$ cat config.mk
export PLATFORM = sky130hd
export DESIGN_NAME = thq_queue
export DESIGN_NICKNAME = d
export VERILOG_FILES = /design/src/thq_pkg.sv /design/src/thq_queue.sv
export SDC_FILE = /design/constraint.sdc
export NUM_CORES = 1
export LEC_CHECK = 0
export BUFFER_PORTS_ARGS = -buffer_cell sky130_fd_sc_hd__buf_2
export CAP_MARGIN = 20
export CORE_MARGIN = 2
export CORE_UTILIZATION = 43
export CTS_BUF_LIST = sky130_fd_sc_hd__clkbuf_16
export CTS_CLUSTER_DIAMETER = 50
export DETAILED_ROUTE_END_ITERATION = 10
export PLACE_DENSITY = 0.71
export REMOVE_ABC_BUFFERS = 1
export SLEW_MARGIN = 10
export SYNTH_ARGS = -nofsm -noshare
export SYNTH_HDL_FRONTEND = slang
export SYNTH_SLANG_ARGS = --single-unit
export TNS_END_PERCENT = 1
$ cat constraint.sdc
create_clock -name clk -period 1.1 [get_ports clk]
set_input_delay 0.165 -clock clk [delete_from_list [all_inputs] [get_ports clk]]
set_output_delay 0.165 -clock clk [all_outputs]
set_load 0.05 [all_outputs]
$ cat src/thq_pkg.sv
`timescale 1ns / 1ps
// ----------------------------------------------------------------------------
// thq_pkg: shared types and constants of the terrain height query block
// Field widths, register codes, operation codes and the structs that travel
// between the front end, the job queue and the back end.
// ----------------------------------------------------------------------------
package thq_pkg;

	// Default values of the top level parameters.
	localparam int MAX_GRID_DIM = 512;
	localparam int HEIGHT_BITS  = 16;
	localparam int FRAC_BITS    = 8;

	// Depth of the job queue between front end and back end.
	localparam int QUEUE_DEPTH = 2;

	// Fixed field widths.
	localparam int DIM_REG_W = 10;
	localparam int SCALE_W   = 24;
	localparam int POS_W     = 24;
	localparam int INDEX_W   = 18;
	localparam int ENTRY_W   = 16;
	localparam int OUT_W     = 26;

	// Output saturation limits (26-bit signed range).
	localparam int OUT_MAX = 33554431;
	localparam int OUT_MIN = -33554432;

	// Register codes: word index on the configuration port.
	localparam logic [1:0] REG_GRID_COLS   = 2'd0;
	localparam logic [1:0] REG_GRID_ROWS   = 2'd1;
	localparam logic [1:0] REG_INV_SCALE_X = 2'd2;
	localparam logic [1:0] REG_INV_SCALE_Z = 2'd3;

	// Register reset values.
	localparam logic [DIM_REG_W-1:0] GRID_COLS_RST = 10'd512;
	localparam logic [DIM_REG_W-1:0] GRID_ROWS_RST = 10'd512;
	localparam logic [SCALE_W-1:0]   INV_SCALE_RST = 24'd32768;

	// Operation codes of an input word.
	localparam logic OP_WRITE = 1'b0;
	localparam logic OP_QUERY = 1'b1;

	// Configuration registers as seen by the datapath.
	typedef struct packed {
		logic [DIM_REG_W-1:0] grid_cols;
		logic [DIM_REG_W-1:0] grid_rows;
		logic [SCALE_W-1:0]   inv_scale_x;
		logic [SCALE_W-1:0]   inv_scale_z;
	} thq_cfg_t;

	// Classification of one job.
	typedef struct packed {
		logic query;
		logic wr_ok;
		logic clamped;
	} thq_flags_t;

	// Queue status.
	typedef struct packed {
		logic full;
		logic empty;
	} thq_qstat_t;

endpackage

$ cat src/thq_queue.sv
`timescale 1ns / 1ps
// ----------------------------------------------------------------------------
// thq_queue: short job queue
// Register-based FIFO that decouples the front end from the back end.
// ----------------------------------------------------------------------------
module thq_queue #(
	parameter int WIDTH = 8,
	parameter int DEPTH = thq_pkg::QUEUE_DEPTH
) (
	input  logic                clk,
	input  logic                arst_n,
	input  logic                push,
	input  logic [WIDTH-1:0]    din,
	input  logic                pop,
	output logic [WIDTH-1:0]    dout,
	output thq_pkg::thq_qstat_t qstat
);

	localparam int PTR_W = (DEPTH > 1) ? $clog2(DEPTH) : 1;

	logic [WIDTH-1:0] entries_q [DEPTH];
	logic [PTR_W-1:0] wr_ptr_q;
	logic [PTR_W-1:0] rd_ptr_q;
	logic [PTR_W:0]   count_q;

	assign qstat.full  = (count_q == (PTR_W + 1)'(DEPTH));
	assign qstat.empty = (count_q == '0);
	assign dout        = entries_q[rd_ptr_q];

	// Pointers and fill count.
	always_ff @(posedge clk or negedge arst_n) begin
		if (!arst_n) begin
			wr_ptr_q <= '0;
			rd_ptr_q <= '0;
			count_q  <= '0;
		end else begin
			if (push) begin
				wr_ptr_q <= (wr_ptr_q == PTR_W'(DEPTH - 1)) ? '0 : wr_ptr_q + 1'b1;
			end
			if (pop) begin
				rd_ptr_q <= (rd_ptr_q == PTR_W'(DEPTH - 1)) ? '0 : rd_ptr_q + 1'b1;
			end
			if (push && !pop) begin
				count_q <= count_q + 1'b1;
			end else if (pop && !push) begin
				count_q <= count_q - 1'b1;
			end
		end
	end

	// Storage.
	always_ff @(posedge clk) begin
		if (push) begin
			entries_q[wr_ptr_q] <= din;
		end
	end

endmodule

==> flow_metrics.tcl <==
set metrics [dict create \
    nFillCells 126 \
    status "finished with violations" \
    clkTransAtPathRegs_ns 0.05 \
    endpoint_kind "primary output" \
    dr_total_vias 439 \
    ys_ff_latch 20 \
    finalWeightedCongestion 0.618 \
    die_h_um 46.3 \
    core_area_sq_um 1710 \
    synth_area_leaders "edfxtp_1 62%, dfrtp_1 13%, mux2_2 12%" \
    cts_tree "yes" \
    port-buffer-count 21 \
    synth_cells 41 \
    finalMaxSlewViolations 0 \
    drc 0 \
    antenna_found_initial 0 \
    critical_path_class "reg2out" \
    die-area_sq_um 2150 \
    period_needed_ns 1.40 \
    worst_hold_path_type "in2reg" \
    rows 15 \
    mostFrequentLayoutCells "16 x edfxtp_1, 11 x buf_2, 11 x buf_6, 8 x mux2_2, 5 x buf_4" \
    grt_pass1_vias 478 \
    worst_slack_ns -0.303 \
    grt_first_pass_wirelength_mm 1.98 \
    clockBufferDepth 2 \
    slew-limit-headroom 0.896 \
    yosysSeqAreaShare 0.753 \
    drtIter0Drc 1 \
    yosysWarningCount 0 \
    power_density_nw_per_um2 3090 \
    area_growth_pct 44.6 \
    grt_max_degree 12 \
    cts_num_sinks 20 \
    place_ws_ns -0.215 \
    arrival_ns 1.24 \
    tightest_slew_ns 0.156 \
    fin_skew_ns 0.00432 \
    placed_area_sq_um 933 \
    start_util 0.451 \
    wire_per_inst_um 12.3 \
    final_area_sq_um 1110 \
    synth_top_area_cell "edfxtp_1" \
    final_common_cell "edfxtp_1" \
    fmax_ghz 0.713 \
    clk_latency_ns 0.24 \
    cts_buffers 3 \
    final_hold_viol_count 0 \
    die_w_um 46.3 \
    layout-drive-gt1-share 0.575 \
    p_total_w 0.00345 \
    ant_nets 0 \
    rsz0062_at_grt "yes" \
    post-dp-hpwl_um 842 \
    placed_cells 91 \
    synth.top_cell.area_share 0.623 \
    start_kind "flop" \
    num_antenna_cells 0 \
    num_io_pins 22 \
    htreeDepth 1 \
    overflow 0 \
    violations "setup timing" \
    synthesis.area_sq_um 771 \
    power.leakage_nw 0.462 \
    cap_violations 0 \
    cts-root-buf "clkbuf_16" \
    critPathRequiredTime_ns 0.94 \
    final_cells 98 \
    ir_worst_vdd_uv 1820 \
    synth_cell_type_count 12 \
    cp_max_fo 5 \
    finalSetupViolations 10 \
    postRouteWirelength_mm 1.20 \
    fin_crit_sh 1.28 \
    viasPerCell 4.48 \
    layout.nets 87 \
    grt_use_total 0.137 \
    dr.pass1.iters 3 \
    syn-mean-instance-area_sq_um 18.8 \
]
[state kept, by name (all words and copies together), names as in the netlist]
register	flops
entries_q	16
count_q	2
rd_ptr_q	1
wr_ptr_q	1
[metrics by stage]
step / setup TNS, ns / hold slack [ns] / util
after floorplan: -0.952 / -0.131 / -
after CTS: -2.51 / 0.108 / 0.651
after detailed placement: -1.64 / -0.0247 / 0.547
final: -2.52 / 0.108 / 0.653
after global routing: -2.86 / 0.102 / 0.653
after global placement: -1.47 / -0.0234 / 0.547
[synthesized netlist by cell type]
library cell,count
edfxtp_1,16
xor2_1,4
mux2_2,8
ha_1,1
and2_1,1
xnor2_1,1
nor2_1,2
and2b_2,1
buf_6,1
dfrtp_1,4
inv_1,1
nor2b_1,1
[final cells by class]
cell class,count,area (sq um),area share
repair buffers,29,241,0.217
flip-flops and latches,20,582,0.522
inverters,1,3.75,0.00337
multi-input cells,19,178,0.159
clock buffers,3,75.1,0.0673
well taps,25,31.3,0.0281
clock inverters,1,3.75,0.00337
[worst paths after layout]
kind	slack [ns]	cells after the start	from	endpoint
max	-0.30	3	rd_ptr_q$_DFFE_PN0P_	dout[7]
min	0.11	1	din[2]	entries_q[0][2]$_DFFE_PP_
max reg2reg	0.10	2	wr_ptr_q$_DFFE_PN0P_	entries_q[1][6]$_DFFE_PP_
min reg2reg	0.50	1	count_q[1]$_DFFE_PN0P_	count_q[1]$_DFFE_PN0P_
max in group asynchronous	0.72	2	arst_n	rd_ptr_q$_DFFE_PN0P_
min in group asynchronous	0.25	2	arst_n	count_q[1]$_DFFE_PN0P_
[worst max-delay path, stage by stage (launching register included)]
cell     delay [ns]
dfrtp_2        0.37
buf_6          0.12
mux2_2         0.34
buf_6          0.16
[logic make-up (layout without fill, tap and decap cells)]
kind of cell             after synthesis  in the layout  share of synthesized area
flip-flops                            20             20                      0.753
multiplexers                           8              8                      0.117
XOR/XNOR                               5              5                     0.0568
AND/OR/NAND/NOR                        5              5                     0.0374
buffers and inverters                  2             34                     0.0195
adder cells (fa/ha/maj)                1              1                     0.0162
[timing repair]
action | CTS | global route
setup buffers | 2 | 0
gates resized for setup | 25 | 1
hold buffers | 1 | 0
endpoints found under the setup margin | 10 | 16
endpoints found under the hold margin | 4 | 0
[power breakdown]
| part | internal (W) | switching (W) |
|---|---|---|
| Sequential | 0.00104 | 0.000102 |
| Clock | 0.000482 | 0.000231 |
| Combinational | 0.000690 | 0.000908 |
| Total | 0.00221 | 0.00124 |
[per-layer routing]
layer	up-vias	track usage	wire [um]	share of wire
li1	212	-	-	-
met2	11	0.233	668	0.56
met4	0	0.0514	0	0
met5	-	0	0	0
met1	216	0.167	497	0.41
met3	0	0.0353	35	0.029
No activity file was read; power rests on OpenSTA's default activity.
