`src/thq_pkg.sv`:
```
`timescale 1ns / 1ps
// ----------------------------------------------------------------------------
// thq_pkg: shared types and constants of the terrain height query block
// Field widths, register codes, operation codes and the structs that travel
// between the front end, the job queue and the back end.
// ----------------------------------------------------------------------------
package thq_pkg;

	// Default values of the top level parameters.
	localparam int MAX_GRID_DIM = 512;
	localparam int HEIGHT_BITS  = 16;
	localparam int FRAC_BITS    = 8;

	// Depth of the job queue between front end and back end.
	localparam int QUEUE_DEPTH = 2;

	// Fixed field widths.
	localparam int DIM_REG_W = 10;
	localparam int SCALE_W   = 24;
	localparam int POS_W     = 24;
	localparam int INDEX_W   = 18;
	localparam int ENTRY_W   = 16;
	localparam int OUT_W     = 26;

	// Output saturation limits (26-bit signed range).
	localparam int OUT_MAX = 33554431;
	localparam int OUT_MIN = -33554432;

	// Register codes: word index on the configuration port.
	localparam logic [1:0] REG_GRID_COLS   = 2'd0;
	localparam logic [1:0] REG_GRID_ROWS   = 2'd1;
	localparam logic [1:0] REG_INV_SCALE_X = 2'd2;
	localparam logic [1:0] REG_INV_SCALE_Z = 2'd3;

	// Register reset values.
	localparam logic [DIM_REG_W-1:0] GRID_COLS_RST = 10'd512;
	localparam logic [DIM_REG_W-1:0] GRID_ROWS_RST = 10'd512;
	localparam logic [SCALE_W-1:0]   INV_SCALE_RST = 24'd32768;

	// Operation codes of an input word.
	localparam logic OP_WRITE = 1'b0;
	localparam logic OP_QUERY = 1'b1;

	// Configuration registers as seen by the datapath.
	typedef struct packed {
		logic [DIM_REG_W-1:0] grid_cols;
		logic [DIM_REG_W-1:0] grid_rows;
		logic [SCALE_W-1:0]   inv_scale_x;
		logic [SCALE_W-1:0]   inv_scale_z;
	} thq_cfg_t;

	// Classification of one job.
	typedef struct packed {
		logic query;
		logic wr_ok;
		logic clamped;
	} thq_flags_t;

	// Queue status.
	typedef struct packed {
		logic full;
		logic empty;
	} thq_qstat_t;

endpackage

```
`src/thq_front.sv`:
```
`timescale 1ns / 1ps
// ----------------------------------------------------------------------------
// thq_front: command intake and cell resolution
// Accepts one word, scales a query position onto the grid, resolves cell,
// fractions and triangle, and pushes a ready-made job into the queue.
// ----------------------------------------------------------------------------
module thq_front #(
	parameter int MAX_GRID_DIM = thq_pkg::MAX_GRID_DIM,
	parameter int HEIGHT_BITS  = thq_pkg::HEIGHT_BITS,
	parameter int FRAC_BITS    = thq_pkg::FRAC_BITS,
	localparam int ADDR_W      = $clog2(MAX_GRID_DIM * MAX_GRID_DIM)
) (
	input  logic                                 clk,
	input  logic                                 arst_n,
	input  thq_pkg::thq_cfg_t                    cfg,
	input  logic                                 start,
	output logic                                 busy,
	input  logic                                 operation,
	input  logic [thq_pkg::INDEX_W-1:0]          entry_index,
	input  logic signed [thq_pkg::ENTRY_W-1:0]   entry_height,
	input  logic signed [thq_pkg::POS_W-1:0]     pos_x,
	input  logic signed [thq_pkg::POS_W-1:0]     pos_z,
	input  thq_pkg::thq_qstat_t                  qstat,
	output logic                                 push,
	output thq_pkg::thq_flags_t                  flags,
	output logic [ADDR_W-1:0]                    addr_p,
	output logic [ADDR_W-1:0]                    addr_q,
	output logic [ADDR_W-1:0]                    addr_r,
	output logic [FRAC_BITS:0]                   weight_q,
	output logic [FRAC_BITS:0]                   weight_r,
	output logic [HEIGHT_BITS-1:0]               wdata
);

	localparam int DIM_W  = $clog2(MAX_GRID_DIM + 1);
	localparam int EW     = (DIM_W > thq_pkg::DIM_REG_W) ? DIM_W : thq_pkg::DIM_REG_W;
	localparam int PROD_W = 49;
	localparam int SH     = thq_pkg::SCALE_W - FRAC_BITS;
	localparam int CW     = 27 + FRAC_BITS;
	localparam int IW     = (ADDR_W + 1 > thq_pkg::INDEX_W + 1) ? ADDR_W + 1
	                                                           : thq_pkg::INDEX_W + 1;

	localparam logic [2:0] F_IDLE  = 3'd0;
	localparam logic [2:0] F_COORD = 3'd1;
	localparam logic [2:0] F_AXIS  = 3'd2;
	localparam logic [2:0] F_BASE  = 3'd3;
	localparam logic [2:0] F_PUSH  = 3'd4;

	typedef struct packed {
		logic [DIM_W-1:0]   cell_idx;
		logic [FRAC_BITS:0] frac;
		logic               clamped;
	} axis_t;

	// Grid size register saturated to the supported range.
	function automatic logic [DIM_W-1:0] eff_dim(input logic [thq_pkg::DIM_REG_W-1:0] r);
		logic [EW-1:0] e;
		logic [DIM_W-1:0] d;
		e = EW'(r);
		if (e < EW'(2)) begin
			d = DIM_W'(2);
		end else if (e > EW'(MAX_GRID_DIM)) begin
			d = DIM_W'(MAX_GRID_DIM);
		end else begin
			d = DIM_W'(e);
		end
		return d;
	endfunction

	// One axis: coordinate with FRAC_BITS fraction bits to cell and weight.
	function automatic axis_t resolve(input logic signed [CW-1:0] coord,
	                                  input logic [DIM_W-1:0] dim);
		logic signed [CW-1:0] last;
		axis_t r;
		last = signed'(CW'(dim - 1'b1)) <<< FRAC_BITS;
		r.clamped = 1'b0;
		if (coord < 0) begin
			r.cell_idx = '0;
			r.frac     = '0;
			r.clamped  = 1'b1;
		end else if (coord >= last) begin
			r.cell_idx = dim - DIM_W'(2);
			r.frac     = {1'b1, {FRAC_BITS{1'b0}}};
			r.clamped  = (coord > last);
		end else begin
			r.cell_idx = coord[FRAC_BITS +: DIM_W];
			r.frac     = {1'b0, coord[FRAC_BITS-1:0]};
		end
		return r;
	endfunction

	logic [2:0] state_q;

	logic                            op_s1;
	logic                            idx_ok_s1;
	logic [ADDR_W-1:0]               waddr_s1;
	logic [HEIGHT_BITS-1:0]          wdata_s1;
	logic signed [PROD_W-1:0]        prod_x_s1;
	logic signed [PROD_W-1:0]        prod_z_s1;
	logic [DIM_W-1:0]                cols_s1;
	logic [DIM_W-1:0]                rows_s1;

	logic signed [CW-1:0]            cx_s2;
	logic signed [CW-1:0]            cz_s2;

	axis_t                           ax_s3;
	axis_t                           az_s3;

	logic [ADDR_W-1:0]               rowbase_s4;
	logic [DIM_W-1:0]                col_s4;
	logic [FRAC_BITS:0]              wq_s4;
	logic [FRAC_BITS:0]              wr_s4;
	logic                            lower_s4;
	logic                            clamp_s4;

	logic                            accept;
	logic signed [CW-1:0]            center_x;
	logic signed [CW-1:0]            center_z;
	logic signed [PROD_W:0]          neg_z;
	axis_t                           ax;
	axis_t                           az;
	logic [2*DIM_W-1:0]              rowbase_full;
	logic [FRAC_BITS+1:0]            frac_sum;
	logic [FRAC_BITS:0]              one;
	logic [ADDR_W-1:0]               corner_a;
	logic [ADDR_W-1:0]               corner_b;
	logic [ADDR_W-1:0]               corner_c;
	logic [ADDR_W-1:0]               corner_d;

	assign accept = start && (state_q == F_IDLE);
	assign busy   = (state_q != F_IDLE);
	assign one    = {1'b1, {FRAC_BITS{1'b0}}};

	// Sequencer over the resolution steps.
	always_ff @(posedge clk or negedge arst_n) begin
		if (!arst_n) begin
			state_q <= F_IDLE;
		end else begin
			case (state_q)
				F_IDLE: begin
					if (accept) begin
						state_q <= (operation == thq_pkg::OP_QUERY) ? F_COORD : F_PUSH;
					end
				end
				F_COORD: state_q <= F_AXIS;
				F_AXIS:  state_q <= F_BASE;
				F_BASE:  state_q <= F_PUSH;
				F_PUSH: begin
					if (!qstat.full) begin
						state_q <= F_IDLE;
					end
				end
				default: state_q <= F_IDLE;
			endcase
		end
	end

	// Stage 1: capture the word and scale the position.
	always_ff @(posedge clk) begin
		if (accept) begin
			op_s1     <= operation;
			idx_ok_s1 <= (IW'(entry_index) < IW'(MAX_GRID_DIM * MAX_GRID_DIM));
			waddr_s1  <= ADDR_W'(entry_index);
			wdata_s1  <= HEIGHT_BITS'(entry_height);
			prod_x_s1 <= pos_x * $signed({1'b0, cfg.inv_scale_x});
			prod_z_s1 <= pos_z * $signed({1'b0, cfg.inv_scale_z});
			cols_s1   <= eff_dim(cfg.grid_cols);
			rows_s1   <= eff_dim(cfg.grid_rows);
		end
	end

	// Stage 2: center on the grid and drop the extra fraction bits.
	always_comb begin
		center_x = signed'(CW'(cols_s1 - 1'b1)) <<< (FRAC_BITS - 1);
		center_z = signed'(CW'(rows_s1 - 1'b1)) <<< (FRAC_BITS - 1);
		neg_z    = -((PROD_W + 1)'(prod_z_s1));
	end

	always_ff @(posedge clk) begin
		if (state_q == F_COORD) begin
			cx_s2 <= center_x + CW'(prod_x_s1 >>> SH);
			cz_s2 <= center_z + CW'(neg_z >>> SH);
		end
	end

	// Stage 3: cell and fraction on each axis.
	assign ax = resolve(cx_s2, cols_s1);
	assign az = resolve(cz_s2, rows_s1);

	always_ff @(posedge clk) begin
		if (state_q == F_AXIS) begin
			ax_s3 <= ax;
			az_s3 <= az;
		end
	end

	// Stage 4: row base address, triangle choice and weights.
	always_comb begin
		rowbase_full = az_s3.cell_idx * cols_s1;
		frac_sum     = {1'b0, ax_s3.frac} + {1'b0, az_s3.frac};
	end

	always_ff @(posedge clk) begin
		if (state_q == F_BASE) begin
			rowbase_s4 <= rowbase_full[ADDR_W-1:0];
			col_s4     <= ax_s3.cell_idx;
			lower_s4   <= (frac_sum >= {1'b0, one});
			wq_s4      <= (frac_sum >= {1'b0, one}) ? one - ax_s3.frac : ax_s3.frac;
			wr_s4      <= (frac_sum >= {1'b0, one}) ? one - az_s3.frac : az_s3.frac;
			clamp_s4   <= ax_s3.clamped | az_s3.clamped;
		end
	end

	// Corner addresses; the lower-right triangle bases on the far corner.
	always_comb begin
		corner_a = rowbase_s4 + ADDR_W'(col_s4);
		corner_b = corner_a + ADDR_W'(1);
		corner_c = corner_a + ADDR_W'(cols_s1);
		corner_d = corner_c + ADDR_W'(1);
	end

	// Job handed to the queue.
	always_comb begin
		push          = (state_q == F_PUSH) && !qstat.full;
		flags.query   = (op_s1 == thq_pkg::OP_QUERY);
		flags.wr_ok   = idx_ok_s1;
		flags.clamped = clamp_s4;
		wdata         = wdata_s1;
		weight_q      = wq_s4;
		weight_r      = wr_s4;
		if (op_s1 == thq_pkg::OP_QUERY) begin
			addr_p = lower_s4 ? corner_d : corner_a;
			addr_q = lower_s4 ? corner_c : corner_b;
			addr_r = lower_s4 ? corner_b : corner_c;
		end else begin
			addr_p = waddr_s1;
			addr_q = waddr_s1;
			addr_r = waddr_s1;
		end
	end

endmodule

```
`config.mk`:
```
export PLATFORM = sky130hd
export DESIGN_NAME = thq_front
export DESIGN_NICKNAME = d
export VERILOG_FILES = /design/src/thq_pkg.sv /design/src/thq_front.sv
export SDC_FILE = /design/constraint.sdc
export NUM_CORES = 2
export LEC_CHECK = 0
export BUFFER_PORTS_ARGS = -buffer_cell sky130_fd_sc_hd__buf_4
export CAP_MARGIN = 15
export CORE_MARGIN = 2
export CORE_UTILIZATION = 50
export DETAILED_ROUTE_END_ITERATION = 7
export GPL_ROUTABILITY_DRIVEN = 0
export HOLD_SLACK_MARGIN = 0.06
export PLACE_DENSITY = 0.66
export SYNTH_ARGS = -nofsm -noshare
export SYNTH_HDL_FRONTEND = slang
export SYNTH_SLANG_ARGS = --single-unit
```
`constraint.sdc`:
```
create_clock -name clk -period 9.7 [get_ports clk]
set_clock_uncertainty 0.1 [all_clocks]
set_input_delay 1.455 -clock clk [delete_from_list [all_inputs] [get_ports clk]]
set_output_delay 1.455 -clock clk [all_outputs]
set_load 0.05 [all_outputs]
```
==> results.yml <==
drt:
  drc: 0
  postRouteAntennaNets: 0
  wl_mm: 137
  vias_per_cell: 5.39
  num_vias: 41600
  drt-pass1-iter-count: 7
  drt_iter0_drc: 2228
  wl_per_cell_um: 17.7
grt:
  overflow: 0
  grt_usage_pct: 23.6
  grt_max_degree: 138
  first_global_vias: 44600
  grt_pass1_wl_mm: 230
  antenna_found_initial: 0
yosys:
  synth_compound_area_share_pct: 6.66
  synth_common_cells: "inv_1 (1,219), fa_1 (1,028), nand2_1 (731), and2_1 (603), ha_1 (590)"
  syn_inst: 6135
  ys_top_cells_by_area: "fa_1 (35%), edfxtp_1 (15%), ha_1 (13%), inv_1 (7.8%), and2_1 (6.5%)"
  synth_top_flop_cell: "edfxtp_1"
  synth.distinct_cells: 87
  synth_xor_area_share_pct: 3.95
  syn_nets: 7909
  avgSynthCellArea_um2: 9.52
  netlist_area_mm2: 0.0584
  synth_top_family_by_area: "adder cells"
  synth_top_area_cell: "fa_1"
  synthMuxAreaShare_pct: 0.418
  synth_warnings: 0
  yosys.area_share.adder_pct: 47.9
  netlist.area_leader.share_pct: 35.2
  ys_seq_area_share_pct: 15.2
  synth_edf_count: 294
  synth-seq-cells: 297
  synthSimpleGateAreaFrac_pct: 16.3
  ys_async_sr_fraction_pct: 1.01
  synthMostInstantiatedCell: "inv_1"
critical_path:
  end_kind: "flop"
  worstSetupStartpointType: "input port"
  critical_path_class: "in2reg"
  slowest_delay_ns: 0.58
  crit_buf_inv: 8
  crit_top_cell: "fa_1"
  critical-path-top-delay-family: "adder cells"
  cp.required_ns: 9.90
  worst_r2r_path_depth: 18
  worstPathArrival_ns: 8.59
  cp_max_fo: 24
  crit_slowest_cell: "fa_1"
  cp_num_cells: 27
cts:
  root_buffer: "clkbuf_16"
  cts_tree: "yes"
  cts_buffers: 38
  clockBufferDepth: 3
  htree_levels: 2
  cts_resized: 0
  clkLatencyLatePin_ns: 0.56
  postCtsSetupRepairBufs: 0
  ctsHoldBuffers: 0
  cts.sinks: 297
  path_clk_slew_ns: 0.06
placed_design:
  port_buffers: 246
  dp_hpwl_mm: 108
finish:
  antenna_cells: 0
  multiInputGateArea_mm2: 0.0439
  nets: 7948
  regArea_mm2: 0.00890
  syn2layout_area_growth_pct: 7.23
  utilization_pct: 54.0
  fillCellCount: 10500
  drive_gt1_share_pct: 6.13
timing:
  period_needed_ns: 8.40
  fmax_ghz: 0.119
  setup-tns-final_ns: 0
  hold_violations: 0
  setup_viol_count_final: 0
  worstMarginPinSlew_ns: 1.09
  max_slew_margin_pct: 27.5
  finalCritPeriodShare_pct: 86.6
  rsz0062_at_grt: "no"
  final_max_slew_viol_count: 0
min_path:
  hold_depth: 0
  min_path_type: "reg2reg"
flow_run:
  drv_cap: 0
floorplanning:
  start_util_pct: 50.3
  die_y_um: 346
  die_area_mm2: 0.120
  pin_count: 249
  coreArea_mm2: 0.116
  num_rows: 125
  die_width_um: 346
run_status:
  status: "finished clean"
[state kept, by name, summed over array words and instances, names as in the netlist, 16 cells and up]
name / flops
prod_z_s1: 49
cz_s2: 35
cx_s2: 34
prod_x_s1: 33
ax_s3: 20
az_s3: 20
rowbase_s4: 18
waddr_s1: 18
wdata: 16
[area by class of cell]
cell class | count | area share (%)
Tap cell | 1524 | 3.04
Clock buffer | 42 | 1.58
Sequential cell | 297 | 14.2
Timing Repair Buffer | 262 | 3.16
Clock inverter | 26 | 0.541
Multi-Input combinational cell | 4356 | 70.2
Inverter | 1219 | 7.31
[cell families (layout without fill, tap and decap cells)]
logic type	after synthesis	count (layout)
flip-flops	297	297
adder cells (fa/ha/maj)	1618	1618
XOR/XNOR	262	262
buffers and inverters	1482	1549
other	1	1
multiplexers	23	23
AO/OA/AOI/OAI	597	597
AND/OR/NAND/NOR	1855	1855
[final timing paths]
path                                    start             to  slack (ns)
worst max-delay path                 pos_z[9]  prod_z_s1[45]        1.30
worst min-delay path            prod_x_s1[19]       cx_s2[3]        0.31
worst max register to register   prod_z_s1[5]      cz_s2[31]        3.58
worst min register to register  prod_x_s1[19]       cx_s2[3]        0.31
max in group asynchronous              arst_n     state_q[0]        8.83
min in group asynchronous              arst_n     state_q[2]        0.57
[routing by layer]
metal / up-vias / share of wire [%] / wire (µm) / GRT usage [%]
met5: - / 0 / 0 / 0
met4: 0 / 2.7 / 3630 / 5.66
met3: 235 / 5.3 / 7230 / 2.89
met2: 1072 / 49 / 67200 / 40.9
met1: 21200 / 43 / 58900 / 31.5
li1: 19100 / - / - / -
[per-stage QoR]
step,hold slack [ns],cell area [µm²],instances,setup slack (ns)
3_3_place_gp,0.302,61300,7658,0.856
4_1_cts,0.313,62600,7726,1.39
2_1_floorplan,0.300,58400,6135,1.30
6_report,0.308,62600,7726,1.30
3_5_place_dp,0.305,61300,7658,0.829
5_1_grt,0.333,62600,7726,0.993
[cells in the final DEF (no fill, tap or decap), types with 103 or more instances in the layout]
cell / Yosys / routed
a21oi_1: 182 / 182
a21o_1: 103 / 103
buf_4: 3 / 261
edfxtp_1: 294 / 294
ha_1: 590 / 590
nand2_1: 731 / 731
fa_1: 1028 / 1028
inv_1: 1219 / 1219
xnor2_1: 187 / 187
and2_1: 603 / 603
nor2_1: 138 / 137
o21ai_0: 105 / 105
Power is not shown: default switching activity piles up to over one toggle a cycle in this logic, so the estimate is an artifact.
